--- src/hdl/port_usage_counter_top_n_assert.svh ---
// ----------------------------------------------------------------------------
// Port usage counter assertion macros
// Wrappers for concurrent assertions; empty when SYNTHESIS is defined.
// ----------------------------------------------------------------------------
`ifndef PORT_USAGE_COUNTER_TOP_N_ASSERT_SVH
`define PORT_USAGE_COUNTER_TOP_N_ASSERT_SVH
`ifndef SYNTHESIS
`define PUC_ASSERT_IMP(label, clk, rst_n, a, c) \
  label: assert property (@(posedge clk) disable iff (!rst_n) (a) |-> (c)) \
    else $error("assertion failed");
`define PUC_ASSERT_NXT(label, clk, rst_n, a, c) \
  label: assert property (@(posedge clk) disable iff (!rst_n) (a) |=> (c)) \
    else $error("assertion failed");
`else
`define PUC_ASSERT_IMP(label, clk, rst_n, a, c)
`define PUC_ASSERT_NXT(label, clk, rst_n, a, c)
`endif
`endif

--- src/hdl/puc_pkg.sv ---
// ----------------------------------------------------------------------------
// puc_pkg
// Shared constants and types of the port usage counter.
// ----------------------------------------------------------------------------
package puc_pkg;
  localparam int PortCount = 65536;
  localparam int TopCount  = 10;
  localparam int PortW     = $clog2(PortCount);
  localparam int TopW      = $clog2(TopCount + 1);
  localparam int QDepth    = 4;
  localparam int QW        = $clog2(QDepth);

  localparam logic       CMD_PACKET = 1'b0;
  localparam logic       CMD_EXPORT = 1'b1;
  localparam logic [1:0] ROW_TOP    = 2'd0;
  localparam logic [1:0] ROW_ALL    = 2'd1;
  localparam logic [1:0] ROW_NONIP  = 2'd2;
  localparam logic [1:0] ROW_REST   = 2'd3;

  // classified work item passed from front to back
  typedef struct packed {
    logic        is_export;
    logic        to_port;   // counts into a port entry
    logic        to_nonip;
    logic [15:0] len;
    logic [15:0] port;
  } work_t;

  typedef struct packed {
    logic [1:0]  kind;
    logic [15:0] port;
    logic [63:0] pkts;
    logic [63:0] bytes;
    logic        last;
  } row_t;
endpackage

--- src/hdl/puc_front.sv ---
// ----------------------------------------------------------------------------
// puc_front
// Accepts input beats, classifies them and queues work for the back end.
// ----------------------------------------------------------------------------
module puc_front (
  input  logic                clk,
  input  logic                rst_n,
  input  logic                in_valid,
  output logic                in_ready,
  input  logic                in_cmd,
  input  logic [15:0]         in_frame_length,
  input  logic                in_transport_is_tcp_udp,
  input  logic [15:0]         in_dest_port,
  output logic                q_valid,
  input  logic                q_ready,
  output puc_pkg::work_t      q_data
);
  import puc_pkg::*;

  work_t           mem_r [QDepth];
  logic [QW:0]     wp_r, rp_r;
  logic [QW:0]     wp_nxt, rp_nxt;
  work_t           w;
  logic            in_port_range;

  assign in_port_range = (32'(in_dest_port) < PortCount);
  always_comb begin
    w.is_export = (in_cmd == CMD_EXPORT);
    w.to_port   = (in_cmd == CMD_PACKET) && in_transport_is_tcp_udp && in_port_range;
    w.to_nonip  = (in_cmd == CMD_PACKET) && !in_transport_is_tcp_udp;
    w.len       = in_frame_length;
    w.port      = in_dest_port;
  end

  assign in_ready = (wp_r - rp_r) != (QW+1)'(QDepth);
  assign q_valid  = wp_r != rp_r;
  assign q_data   = mem_r[rp_r[QW-1:0]];
  assign wp_nxt   = wp_r + (QW+1)'(in_valid && in_ready);
  assign rp_nxt   = rp_r + (QW+1)'(q_valid && q_ready);

  always_ff @(posedge clk) begin
    if (!rst_n) begin
      wp_r <= '0;
      rp_r <= '0;
    end else begin
      wp_r <= wp_nxt;
      rp_r <= rp_nxt;
    end
    if (in_valid && in_ready) mem_r[wp_r[QW-1:0]] <= w;
  end
endmodule

--- config.mk ---
export PLATFORM = sky130hd
export DESIGN_NAME = puc_front
export DESIGN_NICKNAME = d
export VERILOG_FILES = /design/src/hdl/port_usage_counter_top_n_assert.svh /design/src/hdl/puc_pkg.sv /design/src/hdl/puc_front.sv
export SDC_FILE = /design/constraint.sdc
export NUM_CORES = 1
export LEC_CHECK = 0
export ABC_AREA = 1
export BUFFER_PORTS_ARGS = -buffer_cell sky130_fd_sc_hd__buf_2
export CAP_MARGIN = 25
export CORE_ASPECT_RATIO = 0.6
export CORE_MARGIN = 2
export CORE_UTILIZATION = 35
export DETAILED_ROUTE_END_ITERATION = 10
export SLEW_MARGIN = 20
export SYNTH_ARGS = -nofsm -noshare
export SYNTH_HDL_FRONTEND = slang
export SYNTH_SLANG_ARGS = --single-unit
--- constraint.sdc ---
create_clock -name clk -period 5.4 [get_ports clk]
set_input_delay 0.27 -clock clk [delete_from_list [all_inputs] [get_ports clk]]
set_output_delay 0.27 -clock clk [all_outputs]
set_load 0.02 [all_outputs]
* Word level (Yosys, flattened, before mapping)
Memories as Yosys holds them, arrays and structs flattened. A register that Yosys moved wholly into a read port is not among the register bits.
Index checks and enable logic that the tools add are counted.
** Storage, ports and cells
- Register bits :: 6
- Bits in latches :: 0
- Bits in writable memories :: 140
- ROM bits :: 0
- Input bits :: 38
- Output and inout bits :: 37
- Memories kept :: 1
** Memories
- mem_r :: words 4, width 35, read ports 1, clocked after memory_dff 1, wr ports 1, line puc_front.sv:20 : work_t mem_r [QDepth];
** Operators by class
- Add/sub/neg operators :: 3
- Multipliers :: 0
- Divide/modulo/power cells :: 0
- Order comparisons :: 0
- Eq/ne operators :: 2
- Shifts and indexed selects :: 0
- Multiplexer cells :: 3
- Bitwise gates (word level) :: 1
- Reduce and logical (&&, ||, !) cells :: 5
** Operators by type and width (number)
- 3-bit by 1-bit adder with 3-bit output :: 2
- 1-bit logical AND :: 4
- 3-bit inequality test :: 1
- 3-bit inequality test, second input constant :: 1
- 3-bit subtractor :: 1
- 1-bit 2-to-1 mux :: 2
- 2-bit 2-to-1 mux :: 1
- 1-bit zero test :: 1
- 1-bit inverter :: 1

* Depth between registers and ports, before layout
Gate-level depths: netlist (run 1).
- Depth in word-level cells :: 5
- Depth in mapped cells :: 14

* Worst setup path after synthesis (run 1)
Ideal clock, no wire load.
- Path type :: register to register
- From :: reg rp_r[1]
- To :: mem mem_r[0][0] (netlist name), enable pin
- Setup time :: 0.427 ns
- Arrival time :: 2.896 ns
- Required time :: 4.973 ns
- Setup slack :: 2.077 ns
- Cell stages (with the launch flop) :: 9
- Buffers on the path :: 1
- Clock period less this slack :: 3.323 ns
- Path through :: dfxtp_1 > inv_2 > buf_6 > ha_1 > a21oi_1 > nand2_1 > nand3_2 > nand2_2 > nor2_1
** Between the ends
- Cells in the longest elaborated chain, start to end :: 5
** RTL lines
- from (decl) :: line puc_front.sv:21 : logic [QW:0] wp_r, rp_r;
- from (signal assigned) :: line puc_front.sv:47 : rp_r <= rp_nxt;
- 3-bit subtractor :: line puc_front.sv:35 : assign in_ready = (wp_r - rp_r) != (QW+1)'(QDepth);
- 3-bit inequality test :: line puc_front.sv:35
- named net in_ready :: line puc_front.sv:9 : output logic in_ready,
- 1-bit logical AND :: line puc_front.sv:49 : if (in_valid && in_ready) mem_r[wp_r[QW-1:0]] <= w;
- 1-bit 2-to-1 mux :: line puc_front.sv:49
- 1-bit 2-to-1 mux (implied by the code) :: line puc_front.sv:49
- to (decl) :: line puc_front.sv:20
The timed path passes the listed nets, and every way through them passes these cells.

* Worst setup path after layout (run 1)
- From :: reg rp_r[1]
- To :: mem mem_r[0][24] (netlist name), enable pin
** Between the ends
- Cells in the longest elaborated chain, start to end :: 5
** RTL lines (line)
- 3-bit subtractor :: puc_front.sv:35
- 3-bit inequality test :: puc_front.sv:35
- 1-bit logical AND :: puc_front.sv:49
- 1-bit 2-to-1 mux :: puc_front.sv:49
- 1-bit 2-to-1 mux (implied by the code) :: puc_front.sv:49
Every way passes these cells.

==> results.toml, run 1 <==
[run_status]
run_status = "completed"

[route]
firstDrtPassIters = 4
drc = 0
wl_mm = 12.07
vias = 3426
ant_nets = 0
drt-initial-drc-count = 290
drt-vias-per-instance = 4.937
wl_per_cell_um = 17.39

[min_path]
holdPathEnd = "mem_r[2][9]"
worstHoldStart = "in_dest_port[9]"
hold_path_class = "input port to flip-flop"
hold_depth = 1

[synth]
synth_top_family_by_area = "compound AO/OA/AOI/OAI gates"
synth_cells = 401
yosysSeqAreaShare_pct = 77.38
ys_top_cells_by_area = "edfxtp_1 75%, nor2_1 5.4%, o21ai_0 5.4%, o22ai_1 3.9%, dfxtp_1 2.1%"
synth_flop_cell = "edfxtp_1"
synth_most_common_cell = "edfxtp_1"
yosysUniqueCellTypes = 20
yosys.area.top_type = "edfxtp_1"
synth_seq_cells = 146
synth_edf_count = 140
synth_fp_nets = 445
synth_commonest_cells = "140 x edfxtp_1, 80 x nor2_1, 60 x o21ai_0"
muxShareOfSynthArea_pct = 0
ys_warn_count = 0
synth.top_cell.area_share_pct = 75.24
synthArstFlopShare_pct = 0
synthSimpleGateAreaFrac_pct = 7.277
synth_area_mm2 = 0.005588
syn_area_per_cell_um2 = 13.93
synth_xor_area_share_pct = 0
synth_compound_area_share_pct = 10.41
yosys.area_share.adder_pct = 1.343

[timing]
rsz0062_at_grt = "false"
fmax_ghz = 0.3163
relSlewSlack_pct = 51.73
drv_slew = 0
tightestPinTransition_ns = 0.7240
final-setup-viol-count = 0
fin_tns_setup_ns = 0
hold_viol = 0
period_needed_ns = 3.162
fin_skew_ns = 0.01030
finalCritPeriodShare_pct = 58.55

[pwr]
p_total_w = 0.004032
p_leak_nw = 2.469
peakVddDrop_uv = 251.1
power_density_mw_per_mm2 = 588.2

[grt]
grt_max_degree = 74
grt_use_met2_pct = 20.70
grt_pass1_wl_mm = 18.51
top_usage_layer = "met1"
track_usage_pct = 14.56
grtUsageMet3_pct = 4.415
antenna_found_initial = 0
grt.overflow.total = 0
met1_usage_pct = 21.15
grt_pass1_vias = 3307

[setup_path]
r2r_start = "rp_r[1]"
r2r_end = "mem_r[0][24]"
crit_path_end_kind = "flip-flop"
rrSetupSlack_ns = 2.24
critPathRequiredTime_ns = 5.52
crit_fanout = 37
reg2regPathDepth = 8
worst-setup-path-type = "flip-flop to flip-flop"
start_kind = "flip-flop"
cp.arrival_ns = 3.29

[floorplanning]
io_pins = 75
dieHeight_um = 101.9
rows = 35
die_w_um = 167.1
start_util_pct = 36.15
dieArea_mm2 = 0.01703
core_area_mm2 = 0.01546

[cells_and_area]
nNetsFinal = 522
diodes = 0
fin_util_pct = 44.35
syn_to_final_growth_pct = 22.68
final_layout_size_suffix_gt1_share_pct = 24.64

[cts]
post_cts_buffers = 0
clock_latency_ns = 0.42
cts_resized = 0
clkSinkCount = 146
numCtsBuffers = 17
clk_pin_slew_ns = 0.06
ctsHoldBuffers = 0
clock_path_buffers = 2
htreeDepth = 4
clockRootBuffer = "clkbuf_16"
cts_tree = "done"

[job]
maxCapViolations = 0

[place]
io_buffers = 74
hpwl_mm = 7.311
gp_congestion = 0.7712
[layer usage]
| layer | routed length (µm) | vias to the layer above |
|---|---|---|
| met4 | 201 | 0 |
| met2 | 4934 | 112 |
| li1 | - | 1638 |
| met3 | 680 | 17 |
| met1 | 6255 | 1659 |
| met5 | 0 | - |
[worst max-delay path: stages (launching register included)]
cell and delay [ns]:
dfxtp_2 0.72, inv_2 0.43, ha_1 0.43, a21oi_1 0.17
nand2_1 0.08, nand3_2 0.07, nand2_2 0.15, nor2_4 0.56
buf_16 0.24
[power by group]
part	internal [W]	total (W)	switching (W)
logic	0.000357	0.00122	0.000862
clock network	0.000825	0.00130	0.000472
registers	0.00146	0.00152	0.0000541
[state kept, by name, summed over array words and instances, names as in the netlist]
register	cells
mem_r	140
rp_r	3
wp_r	3
[cell type report]
| class | count | area [µm²] |
|---|---|---|
| inverters | 15 | 58.81 |
| fillers | 1387 | 8603 |
| clock inverters | 15 | 231.5 |
| clock buffers | 17 | 425.4 |
| flip-flops and latches | 146 | 4327 |
| well taps | 203 | 254.0 |
| repair buffers | 79 | 465.4 |
| multi-input cells | 219 | 1094 |
[placed cells by master, fill, tap and decap left out]
cell type   instances
inv_4               1
nand2_1            24
buf_2              74
nand2_2             1
clkinv_2            1
dfxtp_2             2
o21ai_0            60
bufinv_16           5
o21ai_1            10
a21boi_0            1
ha_1                6
o22ai_1            35
buf_16              1
clkinvlp_4          2
nand3_2             1
dfxtp_1             4
inv_1              13
nor2_1             76
inv_2               1
a21oi_1             1
clkinv_4            5
inv_6               2
clkbuf_16          17
nor2_4              4
buf_12              3
edfxtp_1          140
buf_4               1
[metrics by stage]
step | instance area, µm² | hold WS (ns) | setup slack, ns | instances
final | 6855 | 0.06972 | 2.238 | 694
after global routing | 6855 | 0.06183 | 1.990 | 694
after CTS | 6794 | 0.06261 | 1.474 | 691
after detailed placement | 6137 | 0.4986 | 1.476 | 659
after global placement | 6110 | 0.4908 | 1.614 | 658
after floorplan | 5588 | 0.3635 | 2.077 | 401
[worst max path at each step]
stage                        from      endpoint  slack (ns)  cells after the start
after floorplan           rp_r[1]   mem_r[0][0]        2.08                      8
after global placement    rp_r[1]  mem_r[0][26]        1.61                      7
after detailed placement  rp_r[1]  mem_r[3][22]        1.48                      7
after CTS                 rp_r[1]  mem_r[3][20]        1.47                      7
after global routing      rp_r[1]  mem_r[0][24]        1.99                      8
final                     rp_r[1]  mem_r[0][24]        2.24                      8
[kinds of logic after synthesis]
family,count (synthesis)
AOI/OAI and AO/OA,107
adders and majority gates,6
buffers and inverters,36
DFF,146
and+or+nand+nor,106
(Power assumes the default switching activity.)
==> run 2, diff against run 1 <==
==> constraint.sdc (replaced) <==
create_clock -name clk -period 3 [get_ports clk]
set_input_delay 0.15 -clock clk [delete_from_list [all_inputs] [get_ports clk]]
set_output_delay 0.15 -clock clk [all_outputs]
set_load 0.02 [all_outputs]
==> run 2 against run 1 <==
Compared with the run above:
- sequential cell count stayed put
- total power is 72% higher
- via count is 2.4% higher
- critical path type is now flip-flop to output port
- critical endpoint is now q_data[7]
- largest cell class unchanged
- highest routed layer unchanged
==> results.toml, run 2 (synthesis gave the netlist of run 1 again) <==
[pwr]
p_leak_nw = 2.562
power_density_mw_per_mm2 = 982.0
peakVddDrop_uv = 528.4
p_total_w = 0.006937

[route]
wl_mm = 12.04
ant_nets = 0
dr_wl_met3_um = 928
highest_layer = "met4"
wl_met1_mm = 5.758
wl_per_cell_um = 16.49
vias = 3507
met2_length_mm = 5.299
drt-initial-drc-count = 329
drc = 0
firstDrtPassIters = 4
drt-vias-per-instance = 4.804

[timing]
tightestPinTransition_ns = 0.6933
drv_slew = 0
finalCritPeriodShare_pct = 79.60
final-setup-viol-count = 0
relSlewSlack_pct = 53.78
whs_ns = 0.09892
final.setup.worst_slack_ns = 0.6119
period_needed_ns = 2.388
rsz0062_at_grt = "false"
hold_viol = 0
fin_skew_ns = 0.009108
fmax_ghz = 0.4187

[floorplanning]
io_pins = 75
die_w_um = 167.1
rows = 35
dieArea_mm2 = 0.01703
core_area_mm2 = 0.01546
start_util_pct = 36.15
dieHeight_um = 101.9

[cts]
numCtsBuffers = 17
htreeDepth = 4
cts_resized = 0
clock_latency_ns = 0.41
clock_path_buffers = 2
clkSinkCount = 146
clockRootBuffer = "clkbuf_16"
clk_pin_slew_ns = 0.06
cts_tree = "done"

[setup_path]
r2r_start = "rp_r[0]"
start_kind = "flip-flop"
critPathRequiredTime_ns = 2.85
critPathLaunch = "rp_r[0]"
crit_path_end_kind = "output port"
rrSetupSlack_ns = 0.75
worst-setup-path-type = "flip-flop to output port"
crit_fanout = 54
crit_end = "q_data[7]"
reg2regPathDepth = 8
r2r_end = "mem_r[3][4]"
cp.arrival_ns = 2.24

[cells_and_area]
syn_to_final_growth_pct = 26.42
diodes = 0
nNetsFinal = 558
largest_reg_flops = 140
fin_cells = 730
mostFrequentLayoutCell = "edfxtp_1"
final_cell_mix = "140 x edfxtp_1, 76 x nor2_1, 74 x buf_2"
final_layout_size_suffix_gt1_share_pct = 22.58

[grt]
grt.overflow.total = 0
grt_pass1_wl_mm = 18.74
grt_pass1_vias = 3496
track_usage_pct = 14.82
antenna_found_initial = 0
grt_max_degree = 71

[place]
io_buffers = 74
post-place-ws_ns = 0.7196
hpwl_mm = 6.943
gp_congestion = 0.7520
dp_cells = 664

[min_path]
hold_path_class = "input port to flip-flop"

[run_status]
run_status = "completed"

[job]
maxCapViolations = 0
-- run 2: how the worst min path moves through the flow --
stage	from	endpoint	slack, ns	cells after the start
final	in_transport_is_tcp_udp	mem_r[3][32]	0.1	2
after global routing	in_transport_is_tcp_udp	mem_r[0][32]	0.09	2
after CTS	in_transport_is_tcp_udp	mem_r[2][32]	0.08	2
after detailed placement	in_dest_port[14]	mem_r[3][14]	0.37	1
after global placement	in_frame_length[15]	mem_r[3][31]	0.36	1
after floorplan	rst_n	rp_r[0]	0.24	2
-- run 2: critical path: stages, from the launching register on --
cell and delay, ns:
dfxtp_2 0.57, buf_4 0.53, o21ai_0 0.17, o22ai_1 0.31
buf_2 0.23
-- run 2: cell type report --
| type | instances | area, µm² |
|---|---|---|
| Clock buffer | 18 | 429.2 |
| Timing Repair Buffer | 115 | 763.2 |
| Fill cell | 1365 | 8394 |
| Multi-Input combinational cell | 219 | 1094 |
| Sequential cell | 146 | 4325 |
| Clock inverter | 14 | 140.1 |
| Inverter | 15 | 58.81 |
| Tap cell | 203 | 254.0 |
-- run 2: stage by stage --
step	TNS [ns]	utilization (%)	area (µm²)
after floorplan	-45.17	-	5588
after global placement	0	39.81	6155
after detailed placement	0	39.81	6155
after CTS	0	45.70	7064
after global routing	0	45.70	7064
final	0	45.70	7064
-- run 2: layer usage --
layer	vias to the layer above	track usage (%)
met5	-	0
met2	109	22.32
li1	1705	-
met4	0	4.310
met1	1687	21.04
met3	6	4.454
-- run 2: repair_timing --
| action | 4_1_cts | 5_1_grt |
|---|---|---|
| hold endpoints to repair | 134 | 0 |
| endpoints found under the setup margin | 0 | 0 |
| buffers inserted | 0 | 0 |
| hold buffers | 34 | 0 |
-- run 2: power breakdown --
group          total [W]  switching [W]  internal, W  leakage (nW)
registers        0.00275       0.000115      0.00264          1.33
clock network    0.00201       0.000795      0.00122         0.271
logic            0.00217        0.00155     0.000628         0.958
